$ cat src/enms_pkg.sv
`default_nettype none

package enms_pkg;

  localparam int unsigned MaxWidthDefault    = 2048;
  localparam int unsigned MagFracBitsDefault = 4;

  localparam int unsigned MagW     = 12;
  localparam int unsigned DirW     = 9;
  localparam int unsigned RowW     = 16;
  localparam int unsigned OutColW  = 11;
  localparam int unsigned ValW     = 8;
  localparam int unsigned ImgWidthW  = 12;
  localparam int unsigned ImgHeightW = 16;
  localparam int unsigned CfgDataW   = 16;
  localparam int unsigned CfgIndexW  = 2;

  localparam logic [ImgWidthW-1:0]  ImageWidthReset    = 12'd640;
  localparam logic [ImgHeightW-1:0] ImageHeightReset   = 16'd480;
  localparam logic [ValW-1:0]       LowThresholdReset  = 8'd50;
  localparam logic [ValW-1:0]       HighThresholdReset = 8'd100;

  localparam logic [ValW-1:0] ValMax = 8'd255;

  // Direction bin limits in half-degree units: 22.5, 67.5, 112.5, 157.5 and 180 degrees.
  localparam logic [DirW-1:0] DirLim22  = 9'd45;
  localparam logic [DirW-1:0] DirLim67  = 9'd135;
  localparam logic [DirW-1:0] DirLim112 = 9'd225;
  localparam logic [DirW-1:0] DirLim157 = 9'd315;
  localparam logic [DirW-1:0] DirFull   = 9'd360;

  typedef enum logic [CfgIndexW-1:0] {
    CfgImageWidth    = 2'd0,
    CfgImageHeight   = 2'd1,
    CfgLowThreshold  = 2'd2,
    CfgHighThreshold = 2'd3
  } cfg_index_e;

  typedef enum logic [1:0] {
    EdgeNone   = 2'd0,
    EdgeWeak   = 2'd1,
    EdgeStrong = 2'd2
  } edge_class_e;

  typedef struct packed {
    logic [MagW-1:0] magnitude;
    logic [DirW-1:0] direction;
    logic            frame_start;
  } pixel_in_t;

  typedef struct packed {
    logic [ValW-1:0]    kept_value;
    edge_class_e        edge_class;
    logic [RowW-1:0]    out_row;
    logic [OutColW-1:0] out_col;
  } pixel_out_t;

  typedef struct packed {
    logic [MagW-1:0] mag_centre;
    logic [MagW-1:0] mag_above;
    logic [DirW-1:0] dir_centre;
  } line_word_t;

endpackage

`default_nettype wire

$ cat src/enms_pos.sv
`default_nettype none

module enms_pos #(
  parameter int unsigned MaxWidth = enms_pkg::MaxWidthDefault,
  localparam int unsigned ColW = $clog2(MaxWidth),
  localparam int unsigned WidW = $clog2(MaxWidth + 1)
) (
  input  wire logic                             clk_i,
  input  wire logic                             rst_ni,
  input  wire logic                             accept_i,
  input  wire logic                             frame_start_i,
  input  wire logic [enms_pkg::ImgWidthW-1:0]   img_width_i,
  input  wire logic [enms_pkg::ImgHeightW-1:0]  img_height_i,
  output logic      [enms_pkg::RowW-1:0]        row_o,
  output logic      [ColW-1:0]                  col_o
);

  logic [ColW-1:0]                 col_q, col_d;
  logic [enms_pkg::RowW-1:0]       row_q, row_d;
  logic [WidW-1:0]                 wid;
  logic [enms_pkg::ImgHeightW-1:0] hei;
  logic [ColW-1:0]                 col_s;
  logic [enms_pkg::RowW:0]         row_s;
  logic [WidW-1:0]                 col_nx;
  logic [enms_pkg::RowW:0]         row_nx;

  always_comb begin
    if (img_width_i < 12'd3) begin
      wid = WidW'(3);
    end else if (32'(img_width_i) > MaxWidth) begin
      wid = WidW'(MaxWidth);
    end else begin
      wid = WidW'(img_width_i);
    end
    hei = (img_height_i < 16'd3) ? 16'd3 : img_height_i;
  end

  // Position of the incoming pixel, with wrap for counters left beyond the frame size.
  always_comb begin
    col_s = frame_start_i ? '0 : col_q;
    row_s = frame_start_i ? '0 : {1'b0, row_q};
    if (WidW'(col_s) >= wid) begin
      col_s = '0;
      row_s = row_s + 1'b1;
    end
    if (row_s >= {1'b0, hei}) begin
      row_s = '0;
    end
    row_o = row_s[enms_pkg::RowW-1:0];
    col_o = col_s;
  end

  always_comb begin
    col_nx = WidW'(col_o) + 1'b1;
    row_nx = {1'b0, row_o} + 1'b1;
    if (col_nx >= wid) begin
      col_d = '0;
      row_d = (row_nx >= {1'b0, hei}) ? '0 : row_nx[enms_pkg::RowW-1:0];
    end else begin
      col_d = col_nx[ColW-1:0];
      row_d = row_o;
    end
  end

  always_ff @(posedge clk_i or negedge rst_ni) begin
    if (!rst_ni) begin
      col_q <= '0;
      row_q <= '0;
    end else if (accept_i) begin
      col_q <= col_d;
      row_q <= row_d;
    end
  end

endmodule

`default_nettype wire

$ cat config.mk
export PLATFORM = sky130hd
export DESIGN_NAME = enms_pos
export DESIGN_NICKNAME = d
export VERILOG_FILES = /design/src/enms_pkg.sv /design/src/enms_pos.sv
export SDC_FILE = /design/constraint.sdc
export NUM_CORES = 1
export LEC_CHECK = 0
export ABC_CLOCK_PERIOD_IN_PS = 7700
export BUFFER_PORTS_ARGS = -buffer_cell sky130_fd_sc_hd__buf_2
export CORE_ASPECT_RATIO = 1.75
export CORE_MARGIN = 2
export CORE_UTILIZATION = 45
export DETAILED_ROUTE_END_ITERATION = 8
export PLACE_DENSITY = 0.75
export SLEW_MARGIN = 10
export SYNTH_ARGS = -nofsm -noshare
export SYNTH_HDL_FRONTEND = slang
export SYNTH_SLANG_ARGS = --single-unit
$ cat constraint.sdc
create_clock -name clk_i -period 7.7 [get_ports clk_i]
set_input_delay 1.54 -clock clk_i [delete_from_list [all_inputs] [get_ports clk_i]]
set_output_delay 1.54 -clock clk_i [all_outputs]
set_load 0.02 [all_outputs]
Word level (Yosys, flattened, before mapping)
Index checks and enable logic that the tools add are counted.

$add $sub $neg: 3. $lt $le $gt $ge: 7. Multiplexer cells: 11.

Operator list (count): $mux W16 (5); $add A16 B1 Y17 const B (2); $ge A17 B16 Y1 (2); $mux W11 (3); $mux W12 (2); $mux W17 (1); $lt A16 B2 Y1 const B (1); $add A11 B1 Y12 const B (1); $ge A11 B12 Y1 (1); $ge A12 B12 Y1 (1); $gt A12 B12 Y1 const B (1); $lt A12 B2 Y1 const B (1).

Register bits after elaboration: 27. Input port bits: 32. Output and inout bits: 27. Word-level logic and storage cells: 23.

Logic depth before layout (Yosys ltp)
Gate-level depths: netlist of run 1.

Depth after elaboration: 11. Mapped depth: 36. Mapped depth without buffers: 32.

Worst setup path after synthesis of run 1
No wires, ideal clock.

Path type: input to register. From: input port frame_start_i. To: register row_q[13] (netlist name). Library setup time: 66 ps. Arrival time: 9373 ps. Data required time: 7634 ps. Path slack: -1739 ps. Stages: 34. Path buffers: 7. Path through: clkbuf_1 clkbuf_1 clkbuf_1 nor2b_1 ha_1 o21bai_4 o221a_1 o21a_1 buf_4 buf_2 or4_1 a21oi_1 ha_1 a21oi_1 o21ai_0 a311oi_1 nand3_1 or2_2 clkbuf_1 nor2_1 ha_1 nand4_1 nor2_1 xor2_1 ha_1 a21o_1 a21oi_1 nor2b_1 a2111oi_0 a21oi_1 nor4_1 and3_4 buf_6 a221o_1.

Word-level cells in the longest chain between the ends: 9. Elaborated cells on any way between the ends: 14. Classes of those cells: add/sub (3); order compare (4); mux (7).

RTL lines: start, declared (RTL line enms_pos.sv:11) `input wire logic frame_start_i,`; $mux W16 or $mux W11 (tied branches) (RTL line enms_pos.sv:41, enms_pos.sv:40); $add A16 B1 Y17 or $ge A11 B12 Y1 (tied branches) (RTL line enms_pos.sv:44, enms_pos.sv:42); $mux W17 (*) (RTL line enms_pos.sv:42) `if (WidW'(col_s) >= wid) begin`; $ge A17 B16 Y1 (RTL line enms_pos.sv:46) `if (row_s >= {1'b0, hei}) begin`; $mux W16 (*) (RTL line enms_pos.sv:46); net row_o, one bit (RTL line enms_pos.sv:14) `output logic [enms_pkg::RowW-1:0] row_o,`; $add A16 B1 Y17 (*) (RTL line enms_pos.sv:55) `row_nx = {1'b0, row_o} + 1'b1;`; $ge A17 B16 Y1 (RTL line enms_pos.sv:58) `row_d = (row_nx >= {1'b0, hei}) ? '0 : row_nx[enms_pkg::RowW-1:0];`; $mux W16 (*) (RTL line enms_pos.sv:58); $mux W16 (*) (RTL line enms_pos.sv:56) `if (col_nx >= wid) begin`; end signal, assigned (RTL line enms_pos.sv:71) `row_q <= row_d;`; end, declared (RTL line enms_pos.sv:19) `logic [enms_pkg::RowW-1:0] row_q, row_d;`.

The timed path passes the listed nets; every way through them passes the cells marked *. A chain may end at the register's enable or synchronous reset.

Worst setup path in the final report of run 1
From: input port img_width_i[4] (netlist name). To: register row_q[1] (netlist name).

Word-level cells in the longest chain between the ends: 11. Elaborated cells on any way between the ends: 15. Classes of those cells: add/sub (2); order compare (6); mux (7).

RTL lines: start, declared (RTL line enms_pos.sv:12) `input wire logic [enms_pkg::ImgWidthW-1:0] img_width_i,`; $gt A12 B12 Y1 (RTL line enms_pos.sv:30) `end else if (32'(img_width_i) > MaxWidth) begin`; $mux W12 (RTL line enms_pos.sv:30); $mux W12 (*) (RTL line enms_pos.sv:28) `if (img_width_i < 12'd3) begin`; $ge A11 B12 Y1 (RTL line enms_pos.sv:42); $mux W17 (RTL line enms_pos.sv:42); $ge A17 B16 Y1 (RTL line enms_pos.sv:46); $mux W16 (RTL line enms_pos.sv:46); $add A16 B1 Y17 (RTL line enms_pos.sv:55); $ge A17 B16 Y1 (RTL line enms_pos.sv:58); $mux W16 (RTL line enms_pos.sv:58); $mux W16 (*) (RTL line enms_pos.sv:56).

Mark *: on every way between the ends. The rest lies on a longest branch, timed or not.

==> results.json, run 1 <==
{
  "cts_hold_buffers": 0,
  "fp.dieW_um": 75.6,
  "violations": "setup timing",
  "slowest_delay_ns": 0.46,
  "endpoint_kind": "register",
  "crit_type": "in -> reg",
  "ir_drop_uv": 84.3,
  "status": "finished, violations left",
  "clk_latency_ns": 0.27,
  "synth.most_common_cell": "ha_1",
  "port_buffers": 58,
  "drc": 0,
  "num-nets-final": 813,
  "diodes": 0,
  "rsz0062_at_grt": "true",
  "finalHoldViolations": 0,
  "synth_top_cell_area_share_pct": 18.0,
  "cp.required_ns": 7.91,
  "syn_area_per_cell_um2": 7.87,
  "cp_slowest_cell": "nor4_4",
  "cts-buffers-inserted": 3,
  "post_drt_wl_per_cell_um": 22.1,
  "area_growth_pct": 61.8,
  "root_buffer": "clkbuf_16",
  "fill_cells": 589,
  "p_leak_nw": 3.06,
  "drtPass1Iterations": 5,
  "crit_top_cell": "buf_6",
  "via_count": 5412,
  "wl_mm": 18.5,
  "yosysTopAreaCell": "ha_1",
  "cts_num_sinks": 27,
  "synth.area.top_cells": "ha_1 (18%), dfrtp_1 (17%), nor2_1 (4.1%)",
  "place_area_um2": 5470,
  "dpl.hpwl_mm": 12.2,
  "synth_cells": 513,
  "tightest_slew_ns": 0.853,
  "ys_types": 72,
  "fin_area_um2": 6530,
  "drive_gt1_share_pct": 47.4,
  "hold_path.class": "reg -> reg",
  "clk_pin_slew_ns": 0.07,
  "dieHeight_um": 129,
  "htreeDepth": 1,
  "max_slew_margin_pct": 43.1,
  "critPathArrivalTime_ns": 8.97,
  "die_area_um2": 9770,
  "max-cap-violations": 0,
  "clock.fmax_ghz": 0.114,
  "grt_max_degree": 28,
  "via_per_inst": 6.45,
  "grtUsageTotal_pct": 36.5,
  "coreArea_um2": 8670,
  "crit_fanout": 8,
  "syn_nets": 603,
  "grt_first_pass_wirelength_mm": 26.9,
  "rows": 45,
  "ios": 59,
  "synth_edf_count": 0,
  "first_iter_violations": 546,
  "synth-async-reset-ratio_pct": 100,
  "start_kind": "input pin",
  "ys_ff_latch": 27,
  "fin_ws_ns": -1.06,
  "ys.flop_type": "dfrtp_1",
  "fin_crit_sh_pct": 114,
  "finalSetupViolCount": 43,
  "synthTopCellsByCount": "ha_1 (58), nor2_1 (44), nand2_1 (38), inv_1 (29), dfrtp_1 (27)",
  "grt_pass1_vias": 5472,
  "hold_slack_ns": 0.512,
  "cts_tree": "done",
  "antenna_found_initial": 0,
  "ant_nets": 0,
  "synth_warnings": 0,
  "skew_ns": 0.00144,
  "power.density_nw_per_um2": 84.2,
  "synth-seq-area-share_pct": 16.7,
  "gp_congestion": 0.943,
  "cts_buffer_depth": 2,
  "start_util_pct": 46.5,
  "syn-cell-area_um2": 4040,
  "post-route-min-period_ns": 8.76,
  "grt_overflow": 0,
  "drv_slew": 0
}
## timing repair
| action | 4_1_cts | 5_1_grt |
|---|---|---|
| endpoints found under the setup margin | 27 | 42 |
| gates resized for setup | 40 | 92 |
| buffers inserted | 35 | 14 |
| pin swaps | 34 | 37 |
| cloned | 0 | 1 |
## final cells by class
class | instances | area, um^2 | share of cell area, %
Inverter | 31 | 116 | 1.78
Tap cell | 117 | 146 | 2.24
Clock buffer | 4 | 78.8 | 1.21
Timing Repair Buffer | 224 | 1680 | 25.8
Sequential cell | 27 | 676 | 10.4
Multi-Input combinational cell | 436 | 3830 | 58.6
## flip-flops by register name, indices dropped and copies added (netlist names)
signal  cells
col_q      11
row_q      16
## kinds of logic (layout without fill, tap and decap cells)
family / after synthesis / in the layout / share of synthesized area [%]
compound gates: 130 / 130 / 24.5
simple gates: 219 / 219 / 29.1
xor+xnor: 25 / 25 / 5.43
flops: 27 / 27 / 16.7
mux: 4 / 4 / 1.09
buf+inv: 50 / 259 / 5.12
fa+ha+maj: 58 / 58 / 18.0
## layout by cell type (no fill, tap or decap), types with 15 or more instances in the layout
cell	count
buf_4	155
ha_1	48
buf_2	46
nor2_1	36
nand2_1	31
inv_1	27
dfrtp_1	27
nand3_1	23
buf_6	20
nand4_1	19
o21ai_0	15
nor2b_1	15
## power by group
group          internal (mW)  switching [mW]  leakage, nW
Combinational          0.124           0.139         2.65
Sequential             0.149          0.0109        0.365
Clock                 0.0713          0.0553       0.0382
## layer usage
metal	routed length (um)	global-route usage, %	up-vias
met5	0	0	-
met4	1840	28.4	0
met3	1520	10.7	147
met2	9320	63.0	375
met1	5840	34.6	2527
li1	-	-	2363
## worst max-delay path: cells and delay by family
family                     cells  cell delay [ns]
and+or+nand+nor               13             2.69
xor gates and xnor gates       2             0.35
AOI/OAI and AO/OA             11             2.88
buffers and inverters          4             0.63
adders and majority gates      3             0.86
## path summary, 6_finish.rpt
| kind | end | start | slack, ns | cells past startpoint |
|---|---|---|---|---|
| max in group asynchronous | col_q[1] | rst_ni | 5.95 | 1 |
| max reg2reg | row_q[1] | col_q[5] | 0.79 | 29 |
| max | row_q[1] | img_width_i[4] | -1.06 | 33 |
| min | col_q[5] | col_q[5] | 0.51 | 1 |
| min in group asynchronous | row_q[2] | rst_ni | 1.30 | 1 |
| min reg2reg | col_q[5] | col_q[5] | 0.51 | 1 |
## metrics by stage
stage	cells	total power, mW	TNS [ns]	utilization, %	worst slack (ns)
6_report	839	0.550	-24.58	75.3	-1.06
4_1_cts	826	0.504	-2.89	69.4	-0.218
2_1_floorplan	513	0.266	-2.26	-	-0.253
3_5_place_dp	787	0.356	-18.67	63.1	-1.11
3_3_place_gp	787	0.350	-12.46	63.1	-0.797
5_1_grt	839	0.573	-30.85	75.3	-1.24
No activity file was read; power rests on OpenSTA's default activity.
==> run 2: changes to the inputs <==
SKIP_LAST_GASP = 1   (was default)
==> run 2 against run 1 <==
Effect of this change: the run still ends with setup timing left; first-iteration DRC count is 7.1% higher; total power hardly changed; worst hold slack worse by 0.0016 ns; count of clock-buffer cells in the layout stayed put; worst setup slack better by 0.28 ns; final cell count is 0.12% lower; clock skew is 0.00071 ns higher; routed wire length is 0.38% lower; critical path type unchanged; largest power group unchanged.
==> results.json, run 2 (synthesis results as in run 1) <==
{
  "power.density_nw_per_um2": 84.3,
  "start_kind": "input pin",
  "clock.fmax_ghz": 0.118,
  "regToRegSetupSlack_ns": 0.93,
  "cts_hold_buffers": 0,
  "rr_startpoint": "col_q[9]",
  "drv_slew": 0,
  "rsz0062_at_grt": "true",
  "fin_crit_sh_pct": 110,
  "post-route-min-period_ns": 8.48,
  "finish.utilization_pct": 75.2,
  "status": "finished, violations left",
  "dieHeight_um": 129,
  "finalPower_mw": 0.549,
  "die_area_um2": 9770,
  "rows": 45,
  "gp_congestion": 0.943,
  "largest-register": "row_q",
  "r2r_end": "row_q[0]",
  "dpl.hpwl_mm": 12.2,
  "cts_num_sinks": 27,
  "hold_slack_ns": 0.511,
  "layout_commonest_cell": "buf_4",
  "final_cell_mix": "buf_4 (156), ha_1 (47), buf_2 (47)",
  "endpoint": "row_q[0]",
  "fin_ws_ns": -0.783,
  "antenna_found_initial": 1,
  "clk_pin_slew_ns": 0.07,
  "max-cap-violations": 0,
  "violations": "setup timing",
  "slowest_delay_ns": 0.47,
  "cp-startpoint": "img_width_i[4]",
  "post_drt_wl_per_cell_um": 22.0,
  "cts_tree": "done",
  "finalSetupViolCount": 36,
  "grt_overflow": 0,
  "port_buffers": 58,
  "critPathArrivalTime_ns": 8.67,
  "crit_top_cell": "nand3_1",
  "p_leak_nw": 3.04,
  "start_util_pct": 46.5,
  "num-nets-final": 811,
  "drive_gt1_share_pct": 47.2,
  "endpoint_kind": "register",
  "crit_fanout": 8,
  "via_per_inst": 6.55,
  "fill_cells": 600,
  "max_slew_margin_pct": 40.2,
  "skew_ns": 0.00215,
  "cts_buffer_depth": 2,
  "finalHoldViolations": 0,
  "largestRegisters": "row_q: 16 flops, col_q: 11 flops",
  "grt_max_degree": 28,
  "area_growth_pct": 61.5,
  "drc": 0,
  "fin_area_um2": 6520,
  "wl_mm": 18.5,
  "hp-start": "col_q[5]",
  "crit_type": "in -> reg",
  "path_depth": 34,
  "crit_family": "simple AND/OR/NAND/NOR gates",
  "drtPass1Iterations": 5,
  "ant_nets": 0,
  "coreArea_um2": 8670,
  "cp_slowest_cell": "nor4_4",
  "largest_register_ffs": 16,
  "final.setup.tns_ns": -16.36,
  "first_iter_violations": 585,
  "ios": 59,
  "grt_pass1_vias": 5450,
  "fp.dieW_um": 75.6,
  "grt_first_pass_wirelength_mm": 26.9,
  "path_buf_inv": 3,
  "hold_path.class": "reg -> reg",
  "r2r_cells": 31,
  "ir_drop_uv": 85.6,
  "place_ws_ns": -1.11,
  "grtUsageTotal_pct": 36.5,
  "root_buffer": "clkbuf_16",
  "clk_latency_ns": 0.28,
  "tightest_slew_ns": 0.896,
  "layout.cells.non_filler": 838,
  "place_area_um2": 5470,
  "cp.required_ns": 7.89,
  "numPlacedInstances": 787,
  "via_count": 5488,
  "htreeDepth": 1,
  "cts-buffers-inserted": 3
}
-- run 2: where the power goes --
group,switching [mW],internal (mW),total (mW)
Combinational,0.138,0.123,0.261
Clock,0.0577,0.0713,0.129
Sequential,0.0110,0.149,0.160
Total,0.207,0.343,0.549
-- run 2: layout make-up --
class | instances | area [um^2] | share of cell area (%)
well taps | 117 | 146 | 2.25
multi-input cells | 436 | 3850 | 59.1
repair buffers | 222 | 1650 | 25.3
inverters | 31 | 116 | 1.79
clock buffers | 4 | 78.8 | 1.21
diodes | 1 | 2.50 | 0.0384
flip-flops and latches | 27 | 676 | 10.4
-- run 2: timing repair --
action                     CTS  global route
buffers inserted            35            12
cloned                       0             1
setup endpoints to repair   27            42
resized for setup           40            87
pin swaps                   33            35
-- run 2: worst min-delay path by stage --
stage	depth (start not counted)	end	slack [ns]
floorplan	1	col_q[9]	0.47
global placement	1	col_q[5]	0.48
detailed placement	1	col_q[5]	0.49
CTS	1	col_q[5]	0.50
global route	2	col_q[0]	0.53
finish	1	col_q[5]	0.51
-- run 2: layer usage --
layer | up-vias | share of wire, % | global-route usage [%] | wire length (um)
met1 | 2568 | 31 | 34.7 | 5790
met5 | - | 0 | 0 | 0
met2 | 397 | 51 | 63.1 | 9440
li1 | 2359 | - | - | -
met4 | 0 | 9.8 | 27.6 | 1800
met3 | 164 | 7.7 | 11.0 | 1430
-- run 2: worst register-to-register path: cells and delay by family (launching register included) --
kind | cells | cell delay [ns]
adder cells (fa/ha/maj) | 4 | 0.96
AO/OA/AOI/OAI | 10 | 2.24
AND/OR/NAND/NOR | 12 | 2.24
XOR/XNOR | 1 | 0.17
buffers and inverters | 4 | 0.71
flip-flops | 1 | 0.35
