## src/enms_pkg.sv

```systemverilog
`default_nettype none

package enms_pkg;

  localparam int unsigned MaxWidthDefault    = 2048;
  localparam int unsigned MagFracBitsDefault = 4;

  localparam int unsigned MagW     = 12;
  localparam int unsigned DirW     = 9;
  localparam int unsigned RowW     = 16;
  localparam int unsigned OutColW  = 11;
  localparam int unsigned ValW     = 8;
  localparam int unsigned ImgWidthW  = 12;
  localparam int unsigned ImgHeightW = 16;
  localparam int unsigned CfgDataW   = 16;
  localparam int unsigned CfgIndexW  = 2;

  localparam logic [ImgWidthW-1:0]  ImageWidthReset    = 12'd640;
  localparam logic [ImgHeightW-1:0] ImageHeightReset   = 16'd480;
  localparam logic [ValW-1:0]       LowThresholdReset  = 8'd50;
  localparam logic [ValW-1:0]       HighThresholdReset = 8'd100;

  localparam logic [ValW-1:0] ValMax = 8'd255;

  // Direction bin limits in half-degree units: 22.5, 67.5, 112.5, 157.5 and 180 degrees.
  localparam logic [DirW-1:0] DirLim22  = 9'd45;
  localparam logic [DirW-1:0] DirLim67  = 9'd135;
  localparam logic [DirW-1:0] DirLim112 = 9'd225;
  localparam logic [DirW-1:0] DirLim157 = 9'd315;
  localparam logic [DirW-1:0] DirFull   = 9'd360;

  typedef enum logic [CfgIndexW-1:0] {
    CfgImageWidth    = 2'd0,
    CfgImageHeight   = 2'd1,
    CfgLowThreshold  = 2'd2,
    CfgHighThreshold = 2'd3
  } cfg_index_e;

  typedef enum logic [1:0] {
    EdgeNone   = 2'd0,
    EdgeWeak   = 2'd1,
    EdgeStrong = 2'd2
  } edge_class_e;

  typedef struct packed {
    logic [MagW-1:0] magnitude;
    logic [DirW-1:0] direction;
    logic            frame_start;
  } pixel_in_t;

  typedef struct packed {
    logic [ValW-1:0]    kept_value;
    edge_class_e        edge_class;
    logic [RowW-1:0]    out_row;
    logic [OutColW-1:0] out_col;
  } pixel_out_t;

  typedef struct packed {
    logic [MagW-1:0] mag_centre;
    logic [MagW-1:0] mag_above;
    logic [DirW-1:0] dir_centre;
  } line_word_t;

endpackage

`default_nettype wire

```

## src/enms_nms.sv

```systemverilog
`default_nettype none

module enms_nms #(
  parameter int unsigned MagFracBits = enms_pkg::MagFracBitsDefault,
  localparam int unsigned IntW = enms_pkg::MagW - MagFracBits,
  localparam int unsigned ExtW = (IntW > enms_pkg::ValW) ? IntW : enms_pkg::ValW
) (
  input  wire logic                          clk_i,
  input  wire logic                          rst_ni,
  input  wire logic                          advance_i,
  input  wire logic [enms_pkg::MagW-1:0]     col_top_i,
  input  wire logic [enms_pkg::MagW-1:0]     col_mid_i,
  input  wire logic [enms_pkg::MagW-1:0]     col_bot_i,
  input  wire logic [enms_pkg::DirW-1:0]     dir_next_i,
  input  wire logic                          interior_i,
  input  wire logic [enms_pkg::ValW-1:0]     low_thr_i,
  input  wire logic [enms_pkg::ValW-1:0]     high_thr_i,
  output logic      [enms_pkg::ValW-1:0]     kept_o,
  output enms_pkg::edge_class_e              class_o
);

  logic [enms_pkg::MagW-1:0] top0_q, top1_q, mid0_q, mid1_q, bot0_q, bot1_q;
  logic [enms_pkg::DirW-1:0] dir_q;
  logic [ExtW-1:0]           centre, qa, qb;

  function automatic logic [ExtW-1:0] int_part(input logic [enms_pkg::MagW-1:0] m);
    return ExtW'(m[enms_pkg::MagW-1:MagFracBits]);
  endfunction

  always_ff @(posedge clk_i or negedge rst_ni) begin
    if (!rst_ni) begin
      top0_q <= '0;
      top1_q <= '0;
      mid0_q <= '0;
      mid1_q <= '0;
      bot0_q <= '0;
      bot1_q <= '0;
      dir_q  <= '0;
    end else if (advance_i) begin
      top0_q <= top1_q;
      top1_q <= col_top_i;
      mid0_q <= mid1_q;
      mid1_q <= col_mid_i;
      bot0_q <= bot1_q;
      bot1_q <= col_bot_i;
      dir_q  <= dir_next_i;
    end
  end

  // The window after this pixel's shift has the new column on the right.
  always_comb begin
    centre = int_part(mid1_q);
    priority if (dir_q < enms_pkg::DirLim22 ||
                 (dir_q >= enms_pkg::DirLim157 && dir_q <= enms_pkg::DirFull)) begin
      qa = int_part(col_mid_i);
      qb = int_part(mid0_q);
    end else if (dir_q < enms_pkg::DirLim67) begin
      qa = int_part(bot0_q);
      qb = int_part(col_top_i);
    end else if (dir_q < enms_pkg::DirLim112) begin
      qa = int_part(bot1_q);
      qb = int_part(top1_q);
    end else if (dir_q < enms_pkg::DirLim157) begin
      qa = int_part(top0_q);
      qb = int_part(col_bot_i);
    end else begin
      qa = ExtW'(enms_pkg::ValMax);
      qb = ExtW'(enms_pkg::ValMax);
    end

    if (interior_i && centre >= qa && centre >= qb) begin
      kept_o = (centre > ExtW'(enms_pkg::ValMax)) ? enms_pkg::ValMax
                                                   : centre[enms_pkg::ValW-1:0];
    end else begin
      kept_o = '0;
    end

    priority if (kept_o < low_thr_i) begin
      class_o = enms_pkg::EdgeNone;
    end else if (kept_o > high_thr_i) begin
      class_o = enms_pkg::EdgeStrong;
    end else begin
      class_o = enms_pkg::EdgeWeak;
    end
  end

endmodule

`default_nettype wire

```

## config.mk

```make
export PLATFORM = sky130hd
export DESIGN_NAME = enms_nms
export DESIGN_NICKNAME = d
export VERILOG_FILES = /design/src/enms_pkg.sv /design/src/enms_nms.sv
export SDC_FILE = /design/constraint.sdc
export NUM_CORES = 1
export LEC_CHECK = 0
export BUFFER_PORTS_ARGS = -buffer_cell sky130_fd_sc_hd__buf_2
export CAP_MARGIN = 5
export CORE_AREA = 2 2 127 129
export DETAILED_ROUTE_END_ITERATION = 6
export DIE_AREA = 0 0 129 131
export GPL_TIMING_DRIVEN = 0
export PLACE_DENSITY = 0.38
export SYNTH_ARGS = -nofsm -noshare
export SYNTH_HDL_FRONTEND = slang
export SYNTH_SLANG_ARGS = --single-unit
```

## constraint.sdc

```tcl
create_clock -name clk_i -period 12.5 [get_ports clk_i]
set_input_delay 1.25 -clock clk_i [delete_from_list [all_inputs] [get_ports clk_i]]
set_output_delay 1.25 -clock clk_i [all_outputs]
set_load 0.005 [all_outputs]
```

* Word level (Yosys, flattened, before mapping)
Cells that the tools add are included.
** Storage, ports and cells
- Output and inout bits :: 10
- Register bits :: 81
- Logic and storage cells :: 34
** Cells by class
- Multiplexer cells :: 12
- $lt $le $gt $ge :: 11
- Reductions and logical operators :: 4
** Operators with widths (number)
- $mux W8 :: 10
- $lt A9 B8 Y1 const B :: 2
- $ge A8 B8 Y1 :: 2
- $ge A9 B9 Y1 const B :: 1
- $le A9 B9 Y1 const B :: 1
- $lt A9 B6 Y1 const B :: 1
- $lt A9 B9 Y1 const B :: 1
- $gt A8 B8 Y1 :: 1
- $gt A8 B8 Y1 const B :: 1
- $lt A8 B8 Y1 :: 1
- $mux W2 :: 2
- $logic_and A1 B1 Y1 :: 3
- $logic_or A1 B1 Y1 :: 1

* Longest topological paths before layout
Gate-level depths: netlist (run 1).
- Depth in word-level cells :: 12
- Depth in mapped cells :: 19

* Worst setup path before layout (run 1)
No wires, ideal clock.
- Path kind :: register to output
- From :: register dir_q[6] in the netlist's numbering
- To :: output class_o[0]
- Data arrival time :: 3.799 ns
- Data required time :: 11.250 ns
- Setup slack :: 7.451 ns
- Stages on the path, launching flop included :: 19
- Path buffers :: 2
- Cell sequence :: dfrtp_1 > nor4_1 > a21boi_1 > or2_1 > buf_6 > buf_8 > o21a_1 > a22oi_2 > ha_1 > and3_1 > a221o_1 > a32oi_1 > a21oi_1 > and2_1 > ha_1 > a21o_1 > a21o_1 > a211oi_1 > a21oi_1
** Between the ends
- Word-level cells in the longest chain between the ends :: 12
- Elaborated cells between the ends (all ways) :: 25
- Classes of those cells :: 10 x order compare; 11 x mux; 4 x reduce/logical
** RTL lines
- start, declared :: line enms_nms.sv:23 : logic [enms_pkg::DirW-1:0] dir_q;
- start signal, assigned :: line enms_nms.sv:46 : dir_q <= dir_next_i;
- $lt A9 B9 Y1 :: line enms_nms.sv:63 : end else if (dir_q < enms_pkg::DirLim157) begin
- $mux W8 :: line enms_nms.sv:63
- $mux W8 :: line enms_nms.sv:60 : end else if (dir_q < enms_pkg::DirLim112) begin
- $mux W8 :: line enms_nms.sv:57 : end else if (dir_q < enms_pkg::DirLim67) begin
- $mux W8 :: line enms_nms.sv:53 : priority if (dir_q < enms_pkg::DirLim22 ||
- $ge A8 B8 Y1 :: line enms_nms.sv:71 : if (interior_i && centre >= qa && centre >= qb) begin
- $logic_and A1 B1 Y1 :: line enms_nms.sv:71
- $logic_and A1 B1 Y1 * :: line enms_nms.sv:71
- $mux W8 * :: line enms_nms.sv:71
- named net kept_o (one bit) :: line enms_nms.sv:18 : output logic [enms_pkg::ValW-1:0] kept_o,
- $gt A8 B8 Y1 :: line enms_nms.sv:80 : end else if (kept_o > high_thr_i) begin
- $mux W2 :: line enms_nms.sv:80
- $mux W2 * :: line enms_nms.sv:78 : priority if (kept_o < low_thr_i) begin
- end, declared :: line enms_nms.sv:19 : output enms_pkg::edge_class_e class_o
Mark *: on every way through the listed nets, which the timed path passes. The rest lies on a longest branch.

* Worst setup path in the final report (run 1)
- From :: register dir_q[6] in the netlist's numbering
- To :: output class_o[1]
** Between the ends
- Word-level cells in the longest chain between the ends :: 12
- Elaborated cells between the ends (all ways) :: 25
- Classes of those cells :: 10 x order compare; 11 x mux; 4 x reduce/logical
** RTL lines (line)
- $lt A9 B9 Y1 :: enms_nms.sv:63
- $mux W8 :: enms_nms.sv:63
- $mux W8 :: enms_nms.sv:60
- $mux W8 :: enms_nms.sv:57
- $mux W8 :: enms_nms.sv:53
- $ge A8 B8 Y1 :: enms_nms.sv:71
- $logic_and A1 B1 Y1 :: enms_nms.sv:71
- $logic_and A1 B1 Y1 * :: enms_nms.sv:71
- $mux W8 * :: enms_nms.sv:71
- $gt A8 B8 Y1 :: enms_nms.sv:80
- $mux W2 :: enms_nms.sv:80
- $mux W2 * :: enms_nms.sv:78
Mark *: on every way between the ends. The rest lies on a longest branch, timed or not.

==> results.md, run 1 <==
* Outcome: finished, final reports clean
* Met1 GRT Util at 0.170
* GRT Util Overall at 0.121
* Fillers at approximately 1600
* Diodes inserted at 0
* Worst hold path type: register to register
* Final Total Pwr at ~630 µW
* Die Height at 131 µm
* Share of layout cells above drive strength 1 at 0.385
* Total nets after synthesis at approximately 420
* Cells after synthesis at 319
* Ys flop type: dfrtp_1
* Clock sinks at 57
* Num CTS Buffers at 9
* Met3 usage at 0.0216
* Synthesized area per cell at 11.4 µm²
* Unrepaired setup endpoints after global routing: no
* Final Max Slew Viols at 0
* Worst-Margin Slew at 841 ps
* Grt met2 use at 0.188
* First-pass GRT wire length at 15500 µm
* Cells along the critical path: o21ai_0, o31a_1, o21a_1, clkbuf_1, nand2_1, a22oi_1, ha_1, and4_1, a221oi_1, a21oi_1, and2_1, ha_1, a21o_1, a21o_1, a211oi_1, a21boi_1, buf_2
* Fin. Hold Viols at 0
* Footprint of the multi-input gates at 2050 µm²
* Post-CTS Resized at 0
* Peak supply drop at between 0.00004 and 0.00005 V
* CTS H-tree depth at 3
* Yosys reg bits at 57
* Gr ovfl total at 0
* Initial antenna violation count at 0
* I/O pin count at 75
* Via count at about 2700
* Die area at between 15000 and 20000 µm²
* Mapped Area at around 3600 µm²
* Site row count at 46
* Post-CTS setup buffers at 0
* Iter 0 DRT Violations at 76
* Clk buf depth at 2
* Clock skew at 4.80 ps
* Worst-path maximum fanout at 10
* Antenna Nets Post-Route at 0
* Worst Path Required at 11250 ps
* Area Growth Syn to Fin at 24.5%
* Min Tclk post-route at around 6000 ps
* Cts hold-fix bufs at 0
* Max-cap violation count at 0
* Vias in the first global route at 2877
* Worst-Skew Late Latency at around 330 ps
* Number of port buffers at 61
* Post-synth EDFFs at 0
* Worst R2R Setup Slack at 11640 ps
* Pwr Density at 140 nW/µm²
* Setup WS post-layout at 6510 ps
* Reg clk slew, reported paths at 50 ps
* Via density at 4.33
* Setup CP Type: register to output port
* CORE AREA at 15600 µm²
* Slew headroom at 0.439
* Synth warn at 0
* Worst Setup SP: dir_q[6]
* Fin Setup TNS at 0 ps
* Initial Util at 0.233
* Reg area at between 1000 and 1500 µm²
* Most used routing layer: met2
* Reg2reg start: mid1_q[7]
* Worst Hold Launch: top0_q[7]
* Final setup violation count at 0
* Final worst-path cycle share at 0.479
* DR WL/cell at 15.5 µm
* Leakage at 0.00210 µW
* Root buffer cell: clkbuf_16
* Post-Route WL at 9490 µm
* TritonCTS clock tree: built
* Library cells used by synthesis at 51
* Place WS at 6700 ps
* Maximum number of pins on one net before global-route repair at 35
* Max stage delay on crit path at between 400 and 500 ps
* Final Core Density at 0.291
* Fin nets at between 400 and 500
* Sequential element share of the synthesized area at 0.392
* Crit path launch type: register
* Post-synth ARST share at 1.00
* Hold_ws at roughly 510 ps
* # DRC at 0
* Crit path max-delay cell type: dfrtp_1
* DRT Pass-1 Iters at 4
* Fmax at 0.167 GHz
* Die span in x at ~130 µm
* HPWL Detailed at 7530 µm
* CP arrival at 4740 ps
* CP Capture Type: output port
* Final GP Congestion at 0.761
==> per-layer routing <==
metal / routed length, µm / share of wire
met4: 132 / 0.014
met1: 4890 / 0.52
met3: 288 / 0.030
met5: 0 / 0
met2: 4180 / 0.44
==> power breakdown <==
part	leakage, µW	internal, µW	switching (µW)
registers	0.000669	207	18.5
logic	0.00129	82.3	81.3
clock network	0.000142	159	86.2
total	0.00210	448	186
==> worst max-delay path: cells and delay by family, from the launching register on <==
family / cells / cell delay (ps)
DFF: 1 / 450
adders and majority gates: 2 / 550
and+or+nand+nor: 3 / 580
buffers and inverters: 2 / 500
AOI/OAI and AO/OA: 10 / 2300
==> cell usage after synthesis (2+ instances only) <==
cell / count / area, µm²
nor2_1: 2 / 7.51
buf_1: 4 / 15.0
buf_6: 4 / 45.0
ha_1: 31 / 388
o21ai_1: 3 / 15.0
a22oi_2: 10 / 125
a21oi_1: 9 / 45.0
mux2_2: 54 / 608
nand3_1: 6 / 30.0
clkbuf_1: 4 / 15.0
a21boi_1: 2 / 15.0
nor2b_1: 3 / 18.8
and3_1: 3 / 18.8
o21ai_0: 6 / 30.0
a22oi_1: 4 / 30.0
mux2i_1: 16 / 160
nand4_1: 2 / 12.5
and2_1: 8 / 50.1
o2bb2ai_1: 2 / 17.5
inv_1: 17 / 63.8
dfrtp_1: 57 / 1430
o21a_1: 15 / 113
nand2b_1: 2 / 12.5
a21o_1: 4 / 30.0
nand2_1: 25 / 93.8
==> cell type report <==
type	instances	share of cell area
multi-input cells	231	0.453
flip-flops and latches	57	0.315
repair buffers	62	0.0717
well taps	216	0.0596
clock buffers	11	0.0535
plain buffers	14	0.0215
inverters	17	0.0141
clock inverters	5	0.0121
==> metrics by stage <==
stage                     cell area (µm²)  std cells
after floorplan                      3640        319
after global placement               4220        596
after detailed placement             4240        597
after CTS                            4530        613
after global routing                 4530        613
final                                4530        613
==> path summary, 6_finish.rpt <==
kind | endpoint | cells past startpoint
setup / recovery | class_o[1] | 17
max in group asynchronous | bot0_q[5] | 2
hold reg to reg | top0_q[7] | 1
min in group asynchronous | top1_q[11] | 1
hold / removal | top0_q[7] | 1
setup reg to reg | mid0_q[7] | 1
==> flip-flops by register name (all words and copies together) (netlist names) <==
register  cells
top1_q        8
dir_q         9
mid1_q        8
top0_q        8
mid0_q        8
bot0_q        8
bot1_q        8
==> cell usage in the layout, fill, tap and decap left out, types with 5 or more instances in the layout <==
master | synthesis | final
clkbuf_1 | 4 | 5
dfrtp_1 | 57 | 57
a22oi_2 | 10 | 10
o21ai_0 | 6 | 6
buf_2 | 0 | 61
nand2_1 | 25 | 25
ha_1 | 31 | 31
inv_1 | 17 | 17
a21oi_1 | 9 | 9
clkbuf_16 | 0 | 9
mux2i_1 | 16 | 16
nand3_1 | 6 | 6
o21a_1 | 15 | 15
mux2_2 | 54 | 54
and2_1 | 8 | 8
==> cell families after synthesis <==
logic type / after synthesis / share of synthesized area
DFF: 57 / 0.392
muxes: 70 / 0.211
buffers and inverters: 31 / 0.0443
adders and majority gates: 31 / 0.107
AOI/OAI and AO/OA: 71 / 0.163
and+or+nand+nor: 59 / 0.0835
No activity file was read; power rests on OpenSTA's default activity.
==> inputs of run 2 (changes only) <==
Settings changed: ABC_AREA set to 1, CORE_AREA 2 2 127 129 to 2 2 126 128, DIE_AREA 0 0 129 131 to 0 0 128 130.
Clock period 12.5 ns to 5.8 ns, I/O delays scaled along.
==> results.md, run 2 <==
* Outcome: finished, final reports clean
* CP Capture Type: output port
* Maximum number of pins on one net before global-route repair at 58 (+66%)
* Diodes inserted at 0 (unchanged)
* DP Area at 4160 µm² (-1.9%)
* Footprint of the multi-input gates at 1810 µm² (-12%)
* Synth warn at 0 (unchanged)
* Die area at 16600 µm² (-1.5%)
* Most frequent cells in the layout: nand2_1, inv_1, buf_2
* Initial antenna violation count at 0 (unchanged)
* Fillers at 1703 (+3.3%)
* Critical path depth in cells at 26 (+9)
* Final Max Slew Viols at 0 (unchanged)
* Post-Route WL at 11300 µm (+19%)
* Initial Util at 0.234 (+0.000423)
* Met1 GRT Util at 0.190 (+0.0202)
* Final GP Congestion at 0.776 (+2.0%)
* Fin. Hold Viols at 0 (unchanged)
* Crit path max-delay cell type: dfrtp_1
* Clk buf depth at 2 (unchanged)
* Via count at 3319 (+25%)
* Root buffer cell: clkbuf_16
* Post-synth ARST share at 1.00 (unchanged)
* Setup CP Type: register to output port
* Share of layout cells above drive strength 1 at 0.203 (-0.183)
* Final setup violation count at 0 (unchanged)
* Peak supply drop at 0.000129 V (+170%)
* Final Total Pwr at 1320 µW (+110%)
* Delay-heaviest family, CP: simple AND/OR/NAND/NOR gates
* Buf/Inv on CP at 4 (+2)
* Min Tclk post-route at 4900 ps
* Share of the synthesized area in the top cell type at 0.395 (+0.00367)
* Vias in the first global route at 3396 (+18%)
* Reg clk slew, reported paths at 50 ps (about the same)
* Most numerous cell in the Yosys netlist: nand2_1
* Synth area leader: dfrtp_1
* Cells after synthesis at 466 (+46%)
* DR WL/cell at 15.4 µm (-0.54%)
* GRT Util Overall at 0.146 (+0.0248)
* Iter 0 DRT Violations at 283 (+270%)
* Die span in x at 128 µm (-0.78%)
* CORE AREA at 15400 µm² (-1.1%)
* Worst-Skew Late Latency at 330 ps (about the same)
* Reg area at 1430 µm² (unchanged)
* Synthesized area per cell at 7.74 µm² (-32%)
* Top post-synthesis cells by area: dfrtp_1, ha_1, nand2_1, inv_1, nor2_1
* Worst-path maximum fanout at 10 (unchanged)
* CP arrival at 4320 ps (-420 ps)
* Fin nets at 634 (+30%)
* Mapped Area at 3610 µm² (-0.93%)
* Antenna Nets Post-Route at 0 (unchanged)
* Num CTS Buffers at 9 (unchanged)
* # DRC at 0 (unchanged)
* Post-synth EDFFs at 0 (unchanged)
* Post-CTS Resized at 0 (unchanged)
* DRT Pass-1 Iters at 5 (+1)
* First-pass GRT wire length at 18400 µm (+19%)
* Grt met2 use at 0.245 (+0.0574)
* Pwr Density at 298 nW/µm² (+110%)
* Via density at 4.52 (+4.2%)
* Slew headroom at 0.474 (+0.0350)
* Max stage delay on crit path at 350 ps (-100 ps)
* Fmax at 0.204 GHz
* Cell area after layout at 4450 µm² (-1.9%)
* Yosys reg bits at 57 (unchanged)
* R2r worst-path depth at 1 (unchanged)
* Max-cap violation count at 0 (unchanged)
* Sequential element share of the synthesized area at 0.395 (+0.00367)
* Site row count at 46 (unchanged)
* Crit path launch type: register
* Worst Path Required at 5220 ps (-6030 ps)
* Max reg flops at 9 (unchanged)
* Unrepaired setup endpoints after global routing: no
* CTS H-tree depth at 3 (unchanged)
* Area Growth Syn to Fin at 23.3%
* Total nets after synthesis at 562 (+35%)
* HPWL Detailed at 8380 µm (+11%)
* Clock sinks at 57 (unchanged)
* Number of port buffers at 61 (unchanged)
* Worst-Margin Slew at 789 ps (-52.4 ps)
* Cts hold-fix bufs at 0 (unchanged)
* Final worst-path cycle share at 0.844
* Gr ovfl total at 0 (unchanged)
* Clock skew at 5.38 ps (+0.577 ps)
* Ys flop type: dfrtp_1
* Met3 usage at 0.0287 (+0.00712)
* Hold_ws at 298 ps (-208 ps)
* Most used routing layer: met2
* Post-CTS setup buffers at 0 (unchanged)
* I/O pin count at 75 (unchanged)
* Die Height at 130 µm (-0.76%)
* Leakage at 0.00225 µW (+7.0%)
* Library cells used by synthesis at 34 (-33%)
* Commonest cells post-synth: nand2_1, inv_1, nor2_1, dfrtp_1, o21ai_0
* Top reg by flops: dir_q
* Worst hold path type: input port to async pin
* Fin Setup TNS at 0 ps (unchanged)
* TritonCTS clock tree: built
* Most common cell after layout, fill and taps aside: nand2_1
## run 2: cell families (layout without fill, tap and decap cells)
| family | count (synthesis) | count (layout) | share of synthesized area |
|---|---|---|---|
| buffers and inverters | 88 | 165 | 0.102 |
| and+or+nand+nor | 166 | 166 | 0.195 |
| DFF | 57 | 57 | 0.395 |
| muxes | 2 | 2 | 0.00624 |
| adders and majority gates | 31 | 31 | 0.108 |
| AOI/OAI and AO/OA | 122 | 122 | 0.194 |
## run 2: path summary, 6_finish.rpt
path	slack, ps	from	endpoint
max	900	dir_q[1]	class_o[0]
min	300	rst_ni	dir_q[3]
max reg2reg	4990	dir_q[4]	dir_q[4]
min reg2reg	520	top0_q[10]	top0_q[10]
max in group asynchronous	4930	rst_ni	top0_q[11]
min in group clk_i	460	dir_next_i[6]	dir_q[6]
## run 2: stage by stage
stage	utilization	cells	worst slack, ps
floorplan	-	466	2080
global placement	0.269	719	1210
detailed placement	0.269	719	1220
CTS	0.288	735	845
global route	0.288	735	459
finish	0.288	735	903
## run 2: final cells by class
class,count,share of cell area
Clock buffer,14,0.0638
Tap cell,192,0.0540
Multi-Input combinational cell,321,0.407
Clock inverter,2,0.00225
Inverter,70,0.0602
Timing Repair Buffer,61,0.0692
Buffer,18,0.0225
Sequential cell,57,0.321
## run 2: layer usage
metal | up-vias | routed length [µm]
li1 | 1668 | -
met1 | 1567 | 5350
met2 | 73 | 5360
met3 | 11 | 459
met4 | 0 | 150
met5 | - | 0
## run 2: where the power goes
group / internal [µW] / switching, µW / total, µW
Combinational: 127 / 213 / 340
Sequential: 438 / 24.3 / 462
Clock: 334 / 187 / 522
==> inputs of run 3 (changes only) <==
Settings changed: ABC_AREA 1 to 0, CORE_AREA 2 2 126 128 to 2 2 127 129, DIE_AREA 0 0 128 130 to 0 0 129 131, PLACE_DENSITY 0.38 to 0.39.
Clock period 5.8 ns to 4.5 ns, I/O delays scaled along.
==> results.md, run 3 (same netlist as run 1, synthesis figures left out) <==
* Cell Int Power at 1380 µW (+53%)
* Worst R2R Setup Slack at 3540 ps (-1450 ps)
* CTS H-tree depth at 3 (unchanged)
* CP arrival at 4350 ps (+30 ps)
* Die area at 16900 µm² (+1.6%)
* DR WL/cell at 15.5 µm (+0.49%)
* Crit path max-delay cell type: dfrtp_2
* Setup WS post-layout at -301 ps (-1200 ps)
* Num CTS Buffers at 9 (unchanged)
* Peak supply drop at 0.000155 V (+20%)
* Top reg by flops: dir_q
* GRT Util Overall at 0.123 (-0.0227)
* Most frequent cells in the layout: buf_2, dfrtp_1, mux2_2
* # DRC at 0 (unchanged)
* Fmax at about 0.21 GHz
* Max stage delay on crit path at 430 ps (+80 ps)
* Pwr Density at 384 nW/µm² (+29%)
* Clock sinks at 57 (unchanged)
* DRT Pass-1 Iters at 4 (-1)
* Proportion of power drawn by combinational gates at 0.298 (+0.041)
* Final Max Slew Viols at 0 (unchanged)
* Cell area after layout at 5020 µm² (+13%)
* Worst-Margin Slew at 811 ps (+22.6 ps)
* Post-Route WL at 9860 µm (-13%)
* Worst reg2reg path endpoint: dir_q[4]
* Max-cap violation count at 0 (unchanged)
* Placed insts at 597 (-17%)
* Die Height at 131 µm (+0.77%)
* Final worst-path cycle share at 1.07
* Slew headroom at 0.459 (-0.0151)
* Place WS at -403 ps (-1620 ps)
* Violated checks: setup timing
* Crit path launch type: register
* Gr ovfl total at 0 (unchanged)
* I/O pin count at 75 (unchanged)
* Share of layout cells above drive strength 1 at 0.501 (+0.299)
* Antenna Nets Post-Route at 0 (unchanged)
* Worst Path Required at 4050 ps (-1170 ps)
* Maximum number of pins on one net before global-route repair at 31 (-47%)
* Reg2reg start: dir_q[4]
* Final Total Pwr at 1930 µW (+45%)
* Die span in x at 129 µm (+0.78%)
* R2r worst-path depth at 2 (+1)
* Clock skew at 2.87 ps (-2.51 ps)
* Vias in the first global route at 2919 (-14%)
* Leakage at 0.00227 µW (+0.62%)
* HPWL Detailed at 7430 µm (-11%)
* TritonCTS clock tree: built
* Clock share of power at 0.377 (-0.017)
* Iter 0 DRT Violations at 83 (-71%)
* CORE AREA at 15600 µm² (+1.1%)
* Cells along the critical path: nor4_4, a21boi_2, or2_1, buf_6, buf_8, o21a_1, a22oi_2, ha_1, and3_4, a221o_1, a32oi_2, a21oi_4, and2_4, ha_4, and3_4, o21ai_2, a21oi_1, o22a_1, a21boi_2, buf_2
* Outcome: complete, but fails checks
* Final Core Density at 0.322 (+0.0332)
* Unrepaired setup endpoints after global routing: yes
* Worst hold path type: input port to async pin
* Setup CP Type: register to output port
* Number of port buffers at 61 (unchanged)
* Fin nets at 513 (-19%)
* Final GP Congestion at 0.742 (-4.4%)
* Min Tclk post-route at 4800 ps
* First-pass GRT wire length at 15700 µm (-15%)
* CP Capture Type: output port
* Max reg flops at 9 (unchanged)
* Fillers at 1618 (-5.0%)
* Final setup violation count at 2 (+2)
* Root buffer cell: clkbuf_16
* Most common cell after layout, fill and taps aside: buf_2
* P_sw at 546 µW (+29%)
* Fin. Hold Viols at 0 (unchanged)
* Reg power frac at 0.325 (-0.024)
* Worst-Skew Late Latency at 330 ps (about the same)
* Fin cells at 637 (-13%)
* Via density at 4.32 (-4.4%)
* Diodes inserted at 0 (unchanged)
* Initial Util at 0.233 (-0.000423)
* DP Area at 4240 µm² (+2.0%)
* Reg clk slew, reported paths at 50 ps (about the same)
* Sw frac at 0.283 (-0.0373)
* Site row count at 46 (unchanged)
* Worst Setup SP: dir_q[6]
* Via count at 2751 (-17%)
* Clk buf depth at 2 (unchanged)
* Initial antenna violation count at 0 (unchanged)
* Area Growth Syn to Fin at 37.8%
* Worst-path maximum fanout at 8 (-2)
[run 3: changes by cell type in the layout (fill, tap and decap cells not counted), moves of 23 or more]
cell     change
inv_1       -47
buf_4       +23
mux2_2      +52
a21oi_1     -26
nand2_1     -61
o21ai_0     -36
nor2_1      -56
[run 3: cell type report]
cell class | count | area, µm² | area share
clock buffer | 12 | 246 | 0.0491
multi-input combinational | 231 | 2290 | 0.457
timing repair buffer | 87 | 526 | 0.105
tap | 216 | 270 | 0.0539
buffer | 14 | 123 | 0.0244
inverter | 17 | 63.8 | 0.0127
clock inverter | 3 | 65.1 | 0.0130
sequential | 57 | 1430 | 0.285
[run 3: power groups by stage]
stage,clock network (µW),logic (µW),registers (µW)
3_3_place_gp,0,455,634
5_1_grt,766,639,636
4_1_cts,746,568,626
2_1_floorplan,0,331,617
3_5_place_dp,0,461,636
6_report,726,574,626
[run 3: metrics by stage]
| stage | TNS (ps) | hold slack, ps |
|---|---|---|
| global placement | -822 | 496 |
| global route | -1060 | 250 |
| CTS | -666 | 211 |
| detailed placement | -793 | 497 |
| finish | -582 | 183 |
| floorplan | 0 | 154 |
[run 3: worst max path at each step]
stage	to	slack [ps]	cells past startpoint
after floorplan	class_o[0]	250	18
after global placement	class_o[0]	-410	19
after detailed placement	class_o[0]	-400	19
after CTS	class_o[1]	-340	19
after global routing	class_o[1]	-550	20
final	class_o[1]	-300	20
[run 3: layer usage]
layer	up-vias	global-route usage	part of all wire
met5	-	0	0
met4	0	0.0441	0.013
met3	10	0.0240	0.034
met2	50	0.203	0.47
met1	1319	0.161	0.49
li1	1372	-	-
[run 3: worst max-delay path: cells and delay by family (launching register included)]
kind / cells / cell delay [ps]
buffers and inverters: 3 / 380
flip-flops: 1 / 430
AO/OA/AOI/OAI: 10 / 1600
AND/OR/NAND/NOR: 5 / 1070
adder cells (fa/ha/maj): 2 / 530
[run 3: repair_timing]
action | in CTS | in global routing
hold buffers | 0 | 0
setup endpoints to repair | 2 | 2
gates cloned | 0 | 0
pin swaps | 19 | 2
setup buffers | 23 | 2
gates resized for setup | 40 | 7
